[src/hw/rtl/bsub_pkg.sv]
`default_nettype none
package bsub_pkg;

	localparam int MAX_SIZE_DEF = 32;

	localparam int DATA_W    = 32;
	localparam int ROW_W     = 5;
	localparam int SIZE_W    = 6;
	localparam int CFG_ADDR_W = 3;
	localparam int ACC_W     = 64;

	// register map
	localparam logic REG_SIZE_IN_USE = 1'b0;
	localparam logic [SIZE_W-1:0] SIZE_RESET = 6'd32;

	// command codes
	localparam logic [1:0] CMD_LOAD_MATRIX = 2'd0;
	localparam logic [1:0] CMD_LOAD_RHS    = 2'd1;
	localparam logic [1:0] CMD_SOLVE       = 2'd2;

	// numerator clamp: +/-(2^47 - 1)
	localparam logic signed [ACC_W-1:0] NUM_CLAMP = 64'sh0000_7FFF_FFFF_FFFF;
	localparam int NUM_MAG_W  = 47;
	localparam int DIVIDEND_W = NUM_MAG_W + 16;
	localparam int DIV_STEPS  = DIVIDEND_W;

	localparam logic signed [DATA_W-1:0] Q_MAX = 32'sh7FFF_FFFF;
	localparam logic signed [DATA_W-1:0] Q_MIN = 32'sh8000_0000;

	typedef enum logic [4:0] {
		ST_IDLE  = 5'b00001,
		ST_ISSUE = 5'b00010,
		ST_DRAIN = 5'b00100,
		ST_DIV   = 5'b01000,
		ST_EMIT  = 5'b10000
	} state_t;

endpackage
`default_nettype wire

[src/hw/rtl/bsub_cfg.sv]
`default_nettype none
module bsub_cfg (
	input  wire logic                              clk,
	input  wire logic                              arst_n,
	input  wire logic                              psel,
	input  wire logic                              penable,
	input  wire logic                              pwrite,
	input  wire logic [bsub_pkg::CFG_ADDR_W-1:0]   paddr,
	input  wire logic [31:0]                       pwdata,
	output logic [31:0]                            prdata,
	output logic                                   pready,
	output logic [bsub_pkg::SIZE_W-1:0]            size_in_use
);

	logic [bsub_pkg::SIZE_W-1:0] size_q;
	logic                        wr_en;

	assign pready = 1'b1;
	assign wr_en  = psel && penable && pwrite && (paddr[2] == bsub_pkg::REG_SIZE_IN_USE);

	always_ff @(posedge clk or negedge arst_n) begin
		if (!arst_n) begin
			size_q <= bsub_pkg::SIZE_RESET;
		end else if (wr_en) begin
			size_q <= pwdata[bsub_pkg::SIZE_W-1:0];
		end
	end

	always_comb begin
		prdata = '0;
		if (paddr[2] == bsub_pkg::REG_SIZE_IN_USE) begin
			prdata = {{(32-bsub_pkg::SIZE_W){1'b0}}, size_q};
		end
	end

	assign size_in_use = size_q;

endmodule
`default_nettype wire

[config.mk]
export PLATFORM = sky130hd
export DESIGN_NAME = bsub_cfg
export DESIGN_NICKNAME = d
export VERILOG_FILES = /design/src/hw/rtl/bsub_pkg.sv /design/src/hw/rtl/bsub_cfg.sv
export SDC_FILE = /design/constraint.sdc
export NUM_CORES = 1
export LEC_CHECK = 0
export BUFFER_PORTS_ARGS = -buffer_cell sky130_fd_sc_hd__buf_2
export CAP_MARGIN = 20
export CORE_MARGIN = 5
export CORE_UTILIZATION = 28
export CTS_CLUSTER_SIZE = 12
export DETAILED_ROUTE_END_ITERATION = 8
export GPL_ROUTABILITY_DRIVEN = 0
export GPL_TIMING_DRIVEN = 0
export MAX_ROUTING_LAYER = met4
export PLACE_DENSITY_LB_ADDON = 0.08
export SKIP_CTS_REPAIR_TIMING = 1
export SLEW_MARGIN = 25
export SYNTH_ARGS = -nofsm -noshare
export SYNTH_HDL_FRONTEND = slang
export SYNTH_SLANG_ARGS = --single-unit
[constraint.sdc]
create_clock -name clk -period 1.2 [get_ports clk]
set_clock_uncertainty 0.15 [all_clocks]
set_input_delay 0.24 -clock clk [delete_from_list [all_inputs] [get_ports clk]]
set_output_delay 0.24 -clock clk [all_outputs]
set_load 0.02 [all_outputs]
Word-level counts from Yosys, hierarchy flattened
Index checks and enable logic that the tools add are counted.
- reduce and logical (&&, ||, !) cells: 3
- mux-type cells: 1
- bitwise logic cells: 1
- operator list (cell ; count):
    two-way mux 6 bit ; 1
    logical AND 1 bit ; 3
    NOT 1 bit ; 1
- logic and storage cells: 6
- output and inout port bits: 39
- bits in registers: 6

Depth between registers and ports, before layout
- word-level depth: 3
- gate-level depth with buffers: 2

Least setup slack after synthesis
No wires, ideal clock.
- path kind: register to output
- start: register size_q (netlist bit size_in_use[5])
- end: output prdata[5]
- data arrival time: 0.784 ns
- path slack: 0.026 ns
- cell stages (with the launch flop): 2
- buffers on the path: 0
- path through: dfstp_2 > and2b_2
- word-level cells in the longest chain between the ends: 1
- RTL lines (element ; RTL line ; RTL):
    start: declaration ; bsub_cfg.sv:15 ; logic [bsub_pkg::SIZE_W-1:0] size_q;
    start signal: assignment ; bsub_cfg.sv:23 ; size_q <= bsub_pkg::SIZE_RESET;
    start signal: assignment ; bsub_cfg.sv:25 ; size_q <= pwdata[bsub_pkg::SIZE_W-1:0];
    two-way mux 6 bit ; bsub_cfg.sv:31 ; if (paddr[2] == bsub_pkg::REG_SIZE_IN_USE) begin
    end: declaration ; bsub_cfg.sv:10 ; output logic [31:0] prdata,
Every way passes these cells.

Worst setup path after layout
Ends and elaborated chain as after synthesis.

==> results.md <==
- Of all nets on the critical path, the largest fanout is 3.
- The delay contributed by the slowest stage of the critical path is 530 ps.
- The kind of critical path is reg2out.
- The register with the most flip-flops in the layout has 6 of them.
- The number of flip-flops and latches in the synthesized netlist is 6.
- In this run the standard cell core region covers 0.00173 mm².
- The global routing met3 resource utilization is 3.99%.
- The maximum number of pins on one net before global-route repair is 8.
- 79 I/O pins were placed.
- Across all hold checks on the routed design, the worst slack comes to 72.2 ps.
- Of the post-synthesis cell area, the dominant cell type holds 40.1%.
- For this design the ratio of total power to cell area is 1160 mW/mm².
- Leaving out filler cells and counting taps, the final layout contains 127.
- The total routed wirelength is 1.10 mm.
- Summed over all cells, the static leakage comes to 0.514 nW.
- The via count of the first global-routing pass came to 346.
- The combined area of all synthesized cells is 505 µm².
- The number of nets with antenna violations after detailed routing is 0.
- The number of antenna violations at the first check in global routing was 0.
- The number of max-cap violations is 0.
- CTS built an H-tree with a depth of 1.
- The clock tree root buffer cell is sky130_fd_sc_hd__clkbuf_4.
- The first detailed-routing pass ran for 2 iterations.
- TritonCTS built the clock tree.
- The total non-filler cell area in the finished layout is 852 µm².
- The clock-pin slew on the worst setup and hold paths is 50 ps.
- Leaving out fill and tap cells, the most frequent cell in the layout is sky130_fd_sc_hd__buf_4.
- The worst hold path passes through 2 cells.
- The worst setup margin is -209 ps.
- The initial utilization of the core area, before any placement, comes to 29.3%.
- The number of endpoints with negative hold slack in the final report came to 0.
- The run finished, with violations left.
- No sink is reached through more buffers than the 2 on the longest clock path.
- The time the worst path needs with I/O delays and setup is 1410 ps.
- The leftover overflow at the end of global routing is 0.
- The number of design rule violations left after detail routing is 0.
- The routed layout has 390 vias.
- The number of nets in the layout is 143.
- Prior to clock tree synthesis, the placed netlist has a worst setup slack of -29.9 ps.
- The area added between synthesis and finish is 68.6%.
- The total routing resource utilization after global routing is 8.01%.
- Data on the critical path arrives at its endpoint at 1020 ps.
- The floorplan step defined a die boundary enclosing 0.00276 mm².
- The post-route total power is 0.991 mW.
- 0 antenna diodes ended up in the layout.
- The critical-path cell with the highest stage delay is sky130_fd_sc_hd__dfstp_2.
- In the global route stage, met2 resource usage came out at 11.2%.
- The checks that failed: negative setup slack.
- In the final layout, the share of cells above drive strength 1 is 66.7%.
- The detailed-route vias per instance is 3.07.
- The latest clock arrival within the worst-skew pair is 250 ps.
- Detailed placement finished with a half-perimeter wire length of 907 µm.
- STA puts the critical path data required time at 810 ps.
- The post-route core utilization is 49.3%.
- The starting DRC count in detailed routing is 3.
- The mean instance size in the synthesized netlist is 10.5 µm².
- The path class of the tightest hold or removal check is in2reg.
- In this run, CTS created clock tree buffers numbering 3.
- In the global route stage, met1 resource usage came out at 9.00%.
- The final max-slew violation count is 0.
- The Yosys step of the flow raised 0 warnings.
- Setup repair after global routing could not meet its margin everywhere.
- The global routing's busiest layer is met2.
- The library cells used most frequently in the layout, excluding fill and tap cells, are 28 x sky130_fd_sc_hd__buf_4, 27 x sky130_fd_sc_hd__conb_1, 13 x sky130_fd_sc_hd__buf_2.
- From left edge to right edge, the die measures 52.5 µm.
- After routing, the total negative slack on setup checks comes to -1140 ps.
- Of all cell types, the one taking the most synthesized area is sky130_fd_sc_hd__buf_4.
- The category of the worst setup path capture point is an output pin.
- The total placed instance area is 746 µm².
- The first global-routing pass estimated 1.52 mm of wire.
- In this run the vertical extent of the chip is 52.5 µm.
- Timing would allow up to 710 MHz.
- Summing the sequential cell areas from Yosys gives 30.0% of the chip area.
- The quantity of I/O buffers inserted on ports is 23.
- VDD sags by at most 0.522 mV.
- STA classifies the critical path startpoint as a flip-flop.
- The path depth of the worst reg2reg path is 1.
- Synthesis produced 48 cells.
- The clock net in this run drives a total of 6 sinks.
- The setup-violating endpoint count in the final report is 7.
- The number of rows created at floorplan is 15.
- The synthesized netlist contains 7 unique library cells.
- In the final routed layout, each cell accounts on average for 8.67 µm.
- In the post-synthesis netlist, the biggest area contributors are sky130_fd_sc_hd__buf_4 40%, sky130_fd_sc_hd__dfrtp_1 25%, sky130_fd_sc_hd__mux2_2 13%.
- The ratio of final minimum period to clock period is 117%.
- Traced cell by cell, the critical path runs through and2b_2, buf_6.
- The number of placed cells counting well taps is 121.
power breakdown:
part / switching [mW] / internal (mW) / total [mW]
Sequential: 0.0334 / 0.253 / 0.287
Clock: 0.0778 / 0.126 / 0.204
Combinational: 0.248 / 0.252 / 0.500
path summary, 6_finish.rpt:
| path | to | slack, ps | from |
|---|---|---|---|
| worst max-delay path | prdata[5] | -210 | size_in_use[5] |
| worst min-delay path | size_in_use[3] | 70 | pwdata[3] |
| worst max register to register | size_in_use[2] | 270 | size_in_use[2] |
| worst min register to register | size_in_use[1] | 370 | size_in_use[1] |
| max in group asynchronous | size_in_use[5] | 480 | arst_n |
| min in group asynchronous | size_in_use[0] | 190 | arst_n |
layer usage:
metal	share of wire [%]	routed length, µm
met1	36	401
met2	47	515
met3	17	183
met4	0	0
met5	0	0
logic make-up (layout without fill, tap and decap cells):
group / Yosys count / after routing / synth area share (%)
buf+inv: 27 / 56 / 40.1
simple gates: 7 / 7 / 15.1
mux: 6 / 6 / 13.4
other cells: 2 / 27 / 1.49
flops: 6 / 6 / 30.0
cell type report:
type / instances / area, µm²
fill: 174 / 875
multi-input combinational: 40 / 245
buffer: 27 / 203
timing repair buffer: 25 / 195
sequential: 6 / 151
tap: 25 / 31.3
clock buffer: 4 / 26.3
worst max-delay path, delay by kind of cell, from the launching register on:
family        cells  cell delay (ps)
flops             1              530
simple gates      1              140
buf+inv           1              110
Yosys cell counts:
cell	number
sky130_fd_sc_hd__buf_4	27
sky130_fd_sc_hd__nand4b_4	1
sky130_fd_sc_hd__conb_1	2
sky130_fd_sc_hd__mux2_2	6
sky130_fd_sc_hd__dfstp_2	1
sky130_fd_sc_hd__dfrtp_1	5
sky130_fd_sc_hd__and2b_2	6
(Power assumes the default switching activity.)
