### src/hw/rtl/bsub_pkg.sv
`default_nettype none
package bsub_pkg;

	localparam int MAX_SIZE_DEF = 32;

	localparam int DATA_W    = 32;
	localparam int ROW_W     = 5;
	localparam int SIZE_W    = 6;
	localparam int CFG_ADDR_W = 3;
	localparam int ACC_W     = 64;

	// register map
	localparam logic REG_SIZE_IN_USE = 1'b0;
	localparam logic [SIZE_W-1:0] SIZE_RESET = 6'd32;

	// command codes
	localparam logic [1:0] CMD_LOAD_MATRIX = 2'd0;
	localparam logic [1:0] CMD_LOAD_RHS    = 2'd1;
	localparam logic [1:0] CMD_SOLVE       = 2'd2;

	// numerator clamp: +/-(2^47 - 1)
	localparam logic signed [ACC_W-1:0] NUM_CLAMP = 64'sh0000_7FFF_FFFF_FFFF;
	localparam int NUM_MAG_W  = 47;
	localparam int DIVIDEND_W = NUM_MAG_W + 16;
	localparam int DIV_STEPS  = DIVIDEND_W;

	localparam logic signed [DATA_W-1:0] Q_MAX = 32'sh7FFF_FFFF;
	localparam logic signed [DATA_W-1:0] Q_MIN = 32'sh8000_0000;

	typedef enum logic [4:0] {
		ST_IDLE  = 5'b00001,
		ST_ISSUE = 5'b00010,
		ST_DRAIN = 5'b00100,
		ST_DIV   = 5'b01000,
		ST_EMIT  = 5'b10000
	} state_t;

endpackage
`default_nettype wire

### src/hw/rtl/bsub_div.sv
`default_nettype none
module bsub_div (
	input  wire logic                                      clk,
	input  wire logic                                      arst_n,
	input  wire logic                                      start,
	input  wire logic signed [bsub_pkg::ACC_W-1:0]         num,
	input  wire logic signed [bsub_pkg::DATA_W-1:0]        den,
	output logic                                           done,
	output logic signed [bsub_pkg::DATA_W-1:0]             quot
);

	localparam int DW = bsub_pkg::DIVIDEND_W;
	localparam int CW = $clog2(bsub_pkg::DIV_STEPS);

	logic                          busy_q;
	logic                          done_q;
	logic [CW-1:0]                 cnt_q;
	logic [DW-1:0]                 dq_q;
	logic [31:0]                   rem_q;
	logic [31:0]                   dm_q;
	logic                          neg_q;

	logic signed [bsub_pkg::ACC_W-1:0] num_c;
	logic [bsub_pkg::ACC_W-1:0]        num_mag;
	logic [31:0]                       den_mag;
	logic [32:0]                       r2;
	logic                              ge;

	always_comb begin
		num_c = num;
		if (num > bsub_pkg::NUM_CLAMP) begin
			num_c = bsub_pkg::NUM_CLAMP;
		end else if (num < -bsub_pkg::NUM_CLAMP) begin
			num_c = -bsub_pkg::NUM_CLAMP;
		end
		num_mag = num_c[bsub_pkg::ACC_W-1] ? 64'(-num_c) : 64'(num_c);
		den_mag = den[31] ? (~den + 32'd1) : den;
		r2      = {rem_q, dq_q[DW-1]};
		ge      = r2 >= {1'b0, dm_q};
	end

	always_ff @(posedge clk or negedge arst_n) begin
		if (!arst_n) begin
			busy_q <= 1'b0;
			done_q <= 1'b0;
			cnt_q  <= '0;
		end else begin
			done_q <= 1'b0;
			if (start) begin
				busy_q <= 1'b1;
				cnt_q  <= CW'(bsub_pkg::DIV_STEPS - 1);
			end else if (busy_q) begin
				cnt_q <= cnt_q - 1'b1;
				if (cnt_q == '0) begin
					busy_q <= 1'b0;
					done_q <= 1'b1;
				end
			end
		end
	end

	always_ff @(posedge clk) begin
		if (start) begin
			dq_q  <= {num_mag[bsub_pkg::NUM_MAG_W-1:0], 16'd0};
			rem_q <= '0;
			dm_q  <= den_mag;
			neg_q <= num_c[bsub_pkg::ACC_W-1] ^ den[31];
		end else if (busy_q) begin
			rem_q <= ge ? 32'(r2 - {1'b0, dm_q}) : r2[31:0];
			dq_q  <= {dq_q[DW-2:0], ge};
		end
	end

	// saturate the magnitude quotient to Q16.16
	always_comb begin
		if (neg_q) begin
			if (dq_q > DW'(64'h8000_0000)) begin
				quot = bsub_pkg::Q_MIN;
			end else begin
				quot = -$signed(dq_q[31:0]);
			end
		end else if (dq_q > DW'(64'h7FFF_FFFF)) begin
			quot = bsub_pkg::Q_MAX;
		end else begin
			quot = $signed(dq_q[31:0]);
		end
	end

	assign done = done_q;

endmodule
`default_nettype wire

### config.mk
export PLATFORM = sky130hd
export DESIGN_NAME = bsub_div
export DESIGN_NICKNAME = d
export VERILOG_FILES = /design/src/hw/rtl/bsub_pkg.sv /design/src/hw/rtl/bsub_div.sv
export SDC_FILE = /design/constraint.sdc
export NUM_CORES = 1
export LEC_CHECK = 0
export BUFFER_PORTS_ARGS = -buffer_cell sky130_fd_sc_hd__buf_2
export CORE_MARGIN = 1.5
export CORE_UTILIZATION = 55
export CTS_CLUSTER_SIZE = 8
export DETAILED_ROUTE_END_ITERATION = 8
export PLACE_DENSITY = 0.81
export SYNTH_ARGS = -nofsm -noshare
export SYNTH_HDL_FRONTEND = slang
export SYNTH_SLANG_ARGS = --single-unit
### constraint.sdc
create_clock -name clk -period 4.19 [get_ports clk]
set_input_delay 0.419 -clock clk [delete_from_list [all_inputs] [get_ports clk]]
set_output_delay 0.419 -clock clk [all_outputs]
set_load 0.02 [all_outputs]
After elaboration in Yosys (flattened, before gate mapping) --
Cells that the tools add are included.
Operators by class: add/sub/neg operators 5, $lt $le $gt $ge 5, muxes and demuxes 18, reductions and logical operators 2, bitwise logic cells 2
Operator list (count):
- 2-to-1 mux 32 bit | 4
- 2-to-1 mux 64 bit | 2
- 2-to-1 mux 63 bit | 2
- greater-than comparator 64 x 48 -> 1 bit, second input constant | 1
- < comparator 64 x 48 -> 1 bit, second input constant | 1
- greater-than comparator 63 x 31 -> 1 bit, second input constant | 1
- greater-than comparator 63 x 32 -> 1 bit, second input constant | 1
- 2-to-1 mux 47 bit | 1
- negator 47 bit | 1
- >= comparator 33 x 32 -> 1 bit | 1
- adder 32 x 1 -> 32 bit, second input constant | 1
- negator 32 bit | 1
- inverter 32 bit | 1
- subtractor 32 bit | 1
- 2-to-1 mux 31 bit | 1
- 2-to-1 mux 6 bit | 2
- zero test 6 bit | 1
- 2-to-1 mux 1 bit | 6
- subtractor 6 x 1 -> 6 bit, second input constant | 1
- nonzero test 2 bit | 1
- XOR 1 bit | 1
Storage, ports and cells: logic and storage cells 41, input port bits 99, register bits 136, output and inout port bits 33

Logic depth before layout (Yosys ltp) --
word-level depth 6, gate-level depth with buffers 19, mapped depth without buffers 16

Worst setup path after synthesis --
No wires, ideal clock.
kind input port to flip-flop, from input num[35] in the netlist's numbering, to register dq_q[52], data pin, required time 3.933 ns, library setup time 0.257 ns, cell stages on the path 16, path buffers 4, setup slack -0.566 ns, arrival 4.499 ns, cell sequence or4_1 or2_1 nor4_1 a31o_2 ha_1 clkbuf_1 clkbuf_1 clkbuf_1 clkbuf_1 nor3_1 ha_1 o21ai_1 o21ai_0 o21ai_0 or4b_2 a32o_1
On the way: cells in the longest elaborated chain, start to end 6, elaborated cells on any way between the ends 7, those cells by class add/sub (1); order compare (2); mux (4)
RTL lines:
- from (decl) | line bsub_div.sv:6 | input wire logic signed [bsub_pkg::ACC_W-1:0] num,
- < comparator 64 x 48 -> 1 bit | line bsub_div.sv:33 | end else if (num < -bsub_pkg::NUM_CLAMP) begin
- 2-to-1 mux 64 bit | line bsub_div.sv:33
- 2-to-1 mux 64 bit (*) | line bsub_div.sv:31 | if (num > bsub_pkg::NUM_CLAMP) begin
- negator 47 bit | line bsub_div.sv:36 | num_mag = num_c[bsub_pkg::ACC_W-1] ? 64'(-num_c) : 64'(num_c);
- 2-to-1 mux 47 bit (*) | line bsub_div.sv:36
- 2-to-1 mux 63 bit (*) | line bsub_div.sv:63 | if (start) begin
- to (signal assigned) | line bsub_div.sv:64 | dq_q <= {num_mag[bsub_pkg::NUM_MAG_W-1:0], 16'd0};
- to (signal assigned) | line bsub_div.sv:70 | dq_q <= {dq_q[DW-2:0], ge};
- to (decl) | line bsub_div.sv:18 | logic [DW-1:0] dq_q;
Mark *: on every way between the ends. The rest lies on a longest branch, timed or not. A chain may end at the register's enable or synchronous reset.

Worst setup path after layout --
from register dq_q[2], to output quot[15] in the netlist's numbering
On the way: cells in the longest elaborated chain, start to end 3, elaborated cells on any way between the ends 6, those cells by class add/sub (1); order compare (2); mux (3)
RTL lines:
- greater-than comparator 63 x 31 -> 1 bit, or another cell as far along | line bsub_div.sv:82 | end else if (dq_q > DW'(64'h7FFF_FFFF)) begin
- 2-to-1 mux 32 bit (on tied branches) | line bsub_div.sv:82, bsub_div.sv:77
- 2-to-1 mux 32 bit (*) | line bsub_div.sv:76 | if (neg_q) begin
- to (decl) | line bsub_div.sv:9 | output logic signed [bsub_pkg::DATA_W-1:0] quot
Marks and branches as above.

==> metrics.txt <==
GPL Wtd Cong=0.971; largest net degree at the start of global routing=56; Mapped Area=0.0107 mm²; Worst Skew=0.0112 ns; max frequency=250 MHz; pre-CTS WS=0.106 ns; vias in the first global route=10007; die footprint=0.0203 mm²; # rows=50; # setup viols final=0; wire per inst=17.6 µm; CP Capture Type=output pin; Post-Synthesis Cells=1326; CTS tree=done; maxcap violations=0; count of pins over their slew limit=0; CTS max path bufs=2; Final WS setup=0.185 ns; GR Overflow Total=0; Clk Latency, worst-skew pair=0.43 ns; worst reg-to-reg setup slack=0.36 ns; hold path start=den[0]; library cells used by synthesis=83; register bit total from synthesis=136; Num CTS Buffers=17; Ports=132; hold endpoint=dm_q[0]; GRT Util Overall=0.304; met3 usage=0.0491; leakage=5.13 nW; area grow syn2layout=16.8%; Synth Flop Type=edfxtp_1; DIE WIDTH=142 µm; EDFF count, synth=80; reg2reg end=rem_q[20]; worst-margin pin slew=1.02 ns; Initial Utilization=0.565; Port Buffer Count=131; M2 GR Usage=0.506; status=finished clean; Async SR Flop Fraction=0.0588; RSZ-0062 raised after global routing=false; global-route met1 utilization=0.405; Hold Crit Depth=1; TritonRoute pass-1 iters=5; IR drop worst, VDD=0.300 mV; ant diodes=0; CP startpoint kind=register; CP Max Fanout=9; Core Region=0.0189 mm²; largest area contributor in the netlist=edfxtp_1; Num Clock Sinks=136; Synth top area share=0.225; Final Hold Viols=0; Syn Area/Cell=8.05 µm²; total power=3.91 mW; delay-heaviest family, CP=simple AND/OR/NAND/NOR gates; minimum clock period after layout=4.00 ns; reg2reg start=dm_q[9]; period utilization=0.956; initial antenna violation count=0; synth warn=0; Crit path depth=9; sequential area share after synthesis=0.334; Critical Path Slowest Stage Cell=or4_4; H-tree depth=4; post-route DRC violation count=0; Reg2Reg Depth=11; Initial DRC Count=907; Final HPWL DP=21700 µm; worst endpoint required time=3.77 ns; Root Buffer=clkbuf_16; Die Ht=142 µm; vias per cell=6.28; first-pass GRT wire length=49600 µm; Total Wirelength=30300 µm; max incr delay on CP=0.54 ns; top post-synthesis cells by area=edfxtp_1 22%, dfxtp_1 9.0%, nand2_1 5.8%, o21ai_0 5.7%, xnor2_1 4.7%; PwrDens=314 mW/mm²; DR vias=10821; HP Class=in2reg; Worst-path clk slew=0.06 ns; layout cells sized above 1=0.176; Layout Nets=1589; Slew HR=0.317; Crit path buffers/inverters=1; Routed Antenna Nets=0; non-filler cells in the finished layout=1723; critical path cell sequence=or4_4 > or2_4 > or4_4 > or3_4 > or3_4 > or4_1 > a21oi_1 > a21oi_1 > buf_2; crit path kind=reg2out; WP data arrival=3.59 ns; grt peak-use layer=met2; Placed Instances=1690; Post-Syn Nets=1465
## worst max-delay path by stage
stage               slack, ns     start       end
finish                   0.19   dq_q[2]  quot[15]
global route             0.01  dq_q[14]  quot[25]
floorplan               -0.07   num[35]  dq_q[52]
global placement         0.19   num[34]  dq_q[52]
CTS                      0.05   dq_q[0]  quot[16]
detailed placement       0.11   num[34]  dq_q[52]
## synthesized netlist by cell type, drive strengths merged (8+ instances only)
master  count
a21o        9
o211ai     11
a31oi      13
inv        65
xor2       23
clkbuf     63
nand4      22
a211oi     12
or2        16
a21oi      90
o21a        8
edfxtp     80
buf        13
dfxtp      48
mux2i      30
o311ai     22
nand2b      8
a32o        9
nor2      112
o31ai      12
or3        25
nand2     166
a311oi     10
dfrtp       8
nand3      17
o21ai     122
nor3       43
xnor2      57
nor4       34
a22o        9
or4        12
ha         39
nor2b      17
## final cells by class
class                      count  area [µm²]
clock buffer                  22         444
clock inverter                10         151
fill                        1676        6420
inverter                      67         253
multi-input combinational   1047        6680
sequential                   136        3560
tap                          260         325
timing repair buffer         181        1050
## where the power goes
part           internal [mW]  leakage [nW]  switching (mW)
clock                  0.989         0.291           0.563
combinational          0.302          3.56           0.460
sequential              1.53          1.28          0.0701
## sequential cells by signal, indices dropped and copies added, names as in the netlist
register	count
busy_q	1
cnt_q	6
dm_q	32
done	1
dq_q	63
neg_q	1
rem_q	32
## logic make-up (layout without fill, tap and decap cells)
| kind of cell | Yosys count | in the layout | synth area share |
|---|---|---|---|
| AND/OR/NAND/NOR | 506 | 506 | 0.234 |
| AO/OA/AOI/OAI | 390 | 390 | 0.238 |
| buffers and inverters | 143 | 280 | 0.0517 |
| flip-flops | 136 | 136 | 0.334 |
| XOR/XNOR | 80 | 80 | 0.0656 |
| adder cells (fa/ha/maj) | 40 | 40 | 0.0476 |
| multiplexers | 31 | 31 | 0.0292 |
## what timing repair did
item | CTS | global route
setup endpoints to repair | 20 | 22
setup buffers | 0 | 0
hold buffers | 1 | 0
pin swaps | 0 | 1
gates resized for setup | 6 | 11
hold endpoints to repair | 8 | 0
## stage by stage
stage                     instance area, µm²  TNS, ns  utilization  hold WS [ns]
after floorplan                        10800   -0.126            -         0.123
after global placement                 11800        0        0.626         0.269
after detailed placement               11800        0        0.626         0.270
after CTS                              12400        0        0.658         0.209
after global routing                   12500        0        0.660         0.221
final                                  12500        0        0.660         0.213
## routing by layer
| layer | share of wire | routed length (µm) |
|---|---|---|
| met5 | 0 | 0 |
| met4 | 0.020 | 614 |
| met3 | 0.063 | 1900 |
| met2 | 0.47 | 14300 |
| met1 | 0.45 | 13500 |
## placed cells by master (no fill, tap or decap), types with 32 or more instances in the layout
cell type	n
buf_4	49
nor4_1	32
a21oi_1	90
nor2_1	110
edfxtp_1	80
o21ai_0	119
dfxtp_1	48
inv_1	62
nand2_1	165
ha_1	38
buf_2	130
xnor2_1	57
nor3_1	41
Power figures use the tool's default switching activity.
